===== config.mk =====
export PLATFORM = sky130hd
export DESIGN_NAME = abt_ram
export DESIGN_NICKNAME = d
export VERILOG_FILES = /design/src/design/abt_ram.sv
export SDC_FILE = /design/constraint.sdc
export NUM_CORES = 2
export LEC_CHECK = 0
export BUFFER_PORTS_ARGS = -buffer_cell sky130_fd_sc_hd__clkbuf_2
export CAP_MARGIN = 15
export CORE_UTILIZATION = 58
export CTS_BUF_LIST = sky130_fd_sc_hd__clkbuf_4
export DETAILED_ROUTE_END_ITERATION = 10
export GPL_ROUTABILITY_DRIVEN = 0
export HOLD_SLACK_MARGIN = 0.12
export PLACE_DENSITY = 0.74
export SLEW_MARGIN = 20
export SYNTH_ARGS = -nofsm -noshare
export SYNTH_HDL_FRONTEND = slang
export SYNTH_SLANG_ARGS = --single-unit

===== constraint.sdc =====
create_clock -name clk -period 5.9 [get_ports clk]
set_clock_uncertainty 0.2 [all_clocks]
set_input_delay 0 -clock clk [delete_from_list [all_inputs] [get_ports clk]]
set_output_delay 0 -clock clk [all_outputs]
set_load 0.1 [all_outputs]

===== src/design/abt_ram.sv =====
// ----------------------------------------------------------------------------
// Generic RAM
// One write port and one read port with registered read data.
// ----------------------------------------------------------------------------
module abt_ram #(
  parameter int WIDTH = 32,
  parameter int DEPTH = 64
) (
  input  logic                     clk,
  input  logic                     we,
  input  logic [$clog2(DEPTH)-1:0] waddr,
  input  logic [WIDTH-1:0]         wdata,
  input  logic [$clog2(DEPTH)-1:0] raddr,
  output logic [WIDTH-1:0]         rdata
);
  logic [WIDTH-1:0] mem [DEPTH];

  always_ff @(posedge clk) begin
    if (we) begin
      mem[waddr] <= wdata;
    end
    rdata <= mem[raddr];
  end
endmodule


Word-level counts from Yosys, hierarchy flattened --
Memories as Yosys holds them, arrays and structs flattened. A register that Yosys moved wholly into a read port is not among the register bits. Cells that the tools add are included.
Storage, ports and cells: logic and storage cells 3, bits in registers 0, RAM bits 2048, memories kept 1, output and inout port bits 32
Cells by class: multiplexer cells 2
Memory list:
- mem | words 64, bits a word 32, read ports 1, clocked after memory_dff 1, wr ports 1, line 16 | logic [WIDTH-1:0] mem [DEPTH];
Operators with widths (number):
- $mux 1 | 2

Longest topological paths before layout --
depth after elaboration 2, mapped depth 10

Worst setup path before layout --
No wires, ideal clock.
path type input port to flip-flop, start input waddr[3], end memory mem[48][0] (enable), slack 2540 ps, setup time 461 ps, arrival 2699 ps, stages on the path 4, path buffers 1, path through clkbuf_1 > nor2b_1 > nand4b_1 > nor3_1
RTL lines:
- from (decl) | line 11 | input logic [$clog2(DEPTH)-1:0] waddr,
- to (decl) | line 16
Straight into the memory's write port.

==> metrics.txt <==
Hold WS=0.193 ns; r2r startpoint=mem[39][10]$_DFFE_PP_; layout cells sized above 1=37.4%; slew of the pin with the lowest slew margin=1.14 ns; gr ovfl total=0; worst skew pair latency=1.30 ns; pin count of the biggest net entering global routing=94; largest family of logic cells by synthesized area=multiplexers; syn_area_per_cell=23.6 µm²; Routed Antenna Nets=0; CTS Buf Count=530; Root Driver=clkbuf_4; largest buffer count on any clock path=4; detailed-route via count=40.3k; Simple-Gate Fraction of Synth Area=1.27%; first-pass GRT wire length=285000 µm; Port-buffer cells=77; TritonCTS clock tree=yes; Levels on crit path=13; CP max FO=93; final slew viol count=0; fin crit period=4.59 ns; Die H=370 µm; R2R depth=10; reg2reg end=rdata[10]$_DFF_P_; DRC viols=0; multiplexer share of the synthesized area=16.8%; Setup crit end=rdata[10]$_DFF_P_; WS Path Type=in -> reg; Avg WL per Cell=32.4 µm; CTS Sinks=2080; VDD IR-drop max=0.251 mV; multi-input logic area=16000 µm²; Yosys reg bits=2080; startpoint types=input port; # IOs=78; initial antenna violation count=9; Post-synth EDFFs=2048; fmax=218 MHz; Reg area=62100 µm²; first-pass iteration count of the detailed router=8; Starting Density=58.6%; r2r setup slk=1.53 ns; final hold vios=0; Clock transition at path regs=0.07 ns; Post-synth top flop=edfxtp_1; Static Leak=0.0289 µW; adder-cell share of the synthesized area=0%; Pwr Density=335 nW/µm²; postcts setup bufs=0; vias per cell=6.57; crit path buf inv count=8; worst hold path class=in -> reg; All-Layer GR Usage=29.7%; Worst EP required=6.88 ns; final wirelength=199000 µm; CP endpoint kind=register; # setup viols final=0; die span in x=370 µm; Max stage delay on crit path=0.61 ns; ranking of synthesized cells by area=edfxtp_1 (78%), mux4_2 (16%), mux2i_1 (1.2%); top-area cell type share of the netlist area=78.3%; area grow syn2layout=14.2%; Final HPWL DP=106000 µm; row count=134; # nets final=4044; Yosys warning total=0; total die area=137000 µm²; Post-Synthesis Cells=3324; status=completed; Syn Nets=3370; Post-Synth XOR/XNOR Area=0%; Seq/Total Area, Yosys=79.1%; fin crit share=77.8%; CP max stage cell=dlygate4sd3_1; RSZ-0062 raised after global routing=no; Top delay family on crit path=buffers and inverters; # fillers=8246; CORE AREA=134000 µm²; Async S/R FF share, synth=0%; Worst EP arrival=5.57 ns; post-CTS resize count=0; Sum Neg Setup Slack=0 ns; max-cap violation count=0; post-synthesis compound-gate area fraction=1.67%; largest area contributor in the netlist=edfxtp_1; vias in the first global route=42.0k; 1st-iter DRT viols=5671; hold path depth=6; Setup crit start=raddr[1]; critical-path cell list=dlygate4sd3_1 > buf_8 > buf_12 > mux4_2 > dlygate4sd3_1 > o221ai_1 > dlygate4sd3_1 > a21oi_1 > dlygate4sd3_1 > a21oi_1 > dlygate4sd3_1 > nor2_1 > dlygate4sd3_1; Post-Syn Area=78500 µm²; Hold Buf Count CTS=128; htree depth=6; Synth cell types=34; Max-slew headroom=24.2%; CP most frequent cell=dlygate4sd3_1
## sequential cells by signal (all words and copies together) (netlist names)
name   cells
mem     2048
rdata     32
## how the worst min path moves through the flow
stage,start,slack [ns],to
final,raddr[1],0.19,rdata[29]$_DFF_P_
after global routing,wdata[20],0.15,mem[19][20]$_DFFE_PP_
after CTS,raddr[1],0.12,rdata[29]$_DFF_P_
after detailed placement,rdata[17]$_DFF_P_,0.45,rdata[17]
after global placement,waddr[2],0.44,mem[48][15]$_DFFE_PP_
after floorplan,wdata[0],-0.10,mem[0][0]$_DFFE_PP_
## logic make-up after synthesis
logic type / count (synthesis)
AO/OA/AOI/OAI: 202
buffers and inverters: 182
AND/OR/NAND/NOR: 223
multiplexers: 637
flip-flops: 2080
## cell usage in the layout (no fill, tap or decap), drive strengths merged, types with 7 or more instances in the layout
cell,n
nor2b,15
a22oi,12
nand2b,8
a21oi,62
nand2,26
buf,139
bufinv,7
dfxtp,32
dlygate4sd3,118
nor3,7
clkinv,91
o221ai,27
a311oi,8
mux2i,93
clkbuf,834
mux4,544
inv,22
diode,13
o22ai,84
edfxtp,2048
nor2,137
## tightest hold or removal path: stages
cell           delay, ns
dlygate4sd3_1       0.56
buf_8               0.27
mux4_2              0.34
mux4_2              0.23
o22ai_1             0.07
nor2_1              0.09
## Yosys cell counts (4+ instances only)
library cell     n
a21oi_1         62
a22oi_1         12
a311oi_1         8
a41o_1           4
and3_1           4
buf_1           21
buf_2           57
buf_4           25
buf_6            5
clkbuf_1        74
dfxtp_1         32
edfxtp_1      2048
mux2i_1         93
mux4_2         544
nand2_1         26
nand2b_1         8
nand3_1          5
nand3b_1         5
nor2_1         137
nor2b_1         15
nor3_1           7
o221ai_1        27
o22ai_1         84
o32ai_1          4
## layout make-up
class / count / share of cell area, %
diodes: 13 / 0.0363
clock buffers: 767 / 6.42
well taps: 1768 / 2.47
clock inverters: 123 / 0.751
repair buffers: 324 / 3.21
flip-flops and latches: 2080 / 69.3
multi-input cells: 1062 / 17.8
## metrics by stage
stage               utilization (%)  power, µW  instance area [µm²]  std cells  worst slack (ns)
floorplan                         -      17700                78500       3324              2.54
global placement               61.0      18400                81700       5101              2.16
detailed placement             61.0      18400                81700       5102              2.36
CTS                            66.9      30200                89600       6120              1.39
global route                   66.9      31000                89700       6132              1.17
finish                         66.9      30000                89700       6137              1.31
## power breakdown
group	internal, µW	switching, µW
Sequential	16400	74.6
Clock	6260	5560
Combinational	609	1150
## metal layers
metal	GRT usage (%)	wire, µm	part of all wire, %
met5	0	40	0.020
met4	13.3	7630	3.8
met3	6.57	22700	11
met2	46.6	96900	49
met1	40.5	71500	36
(Power assumes the default switching activity.)
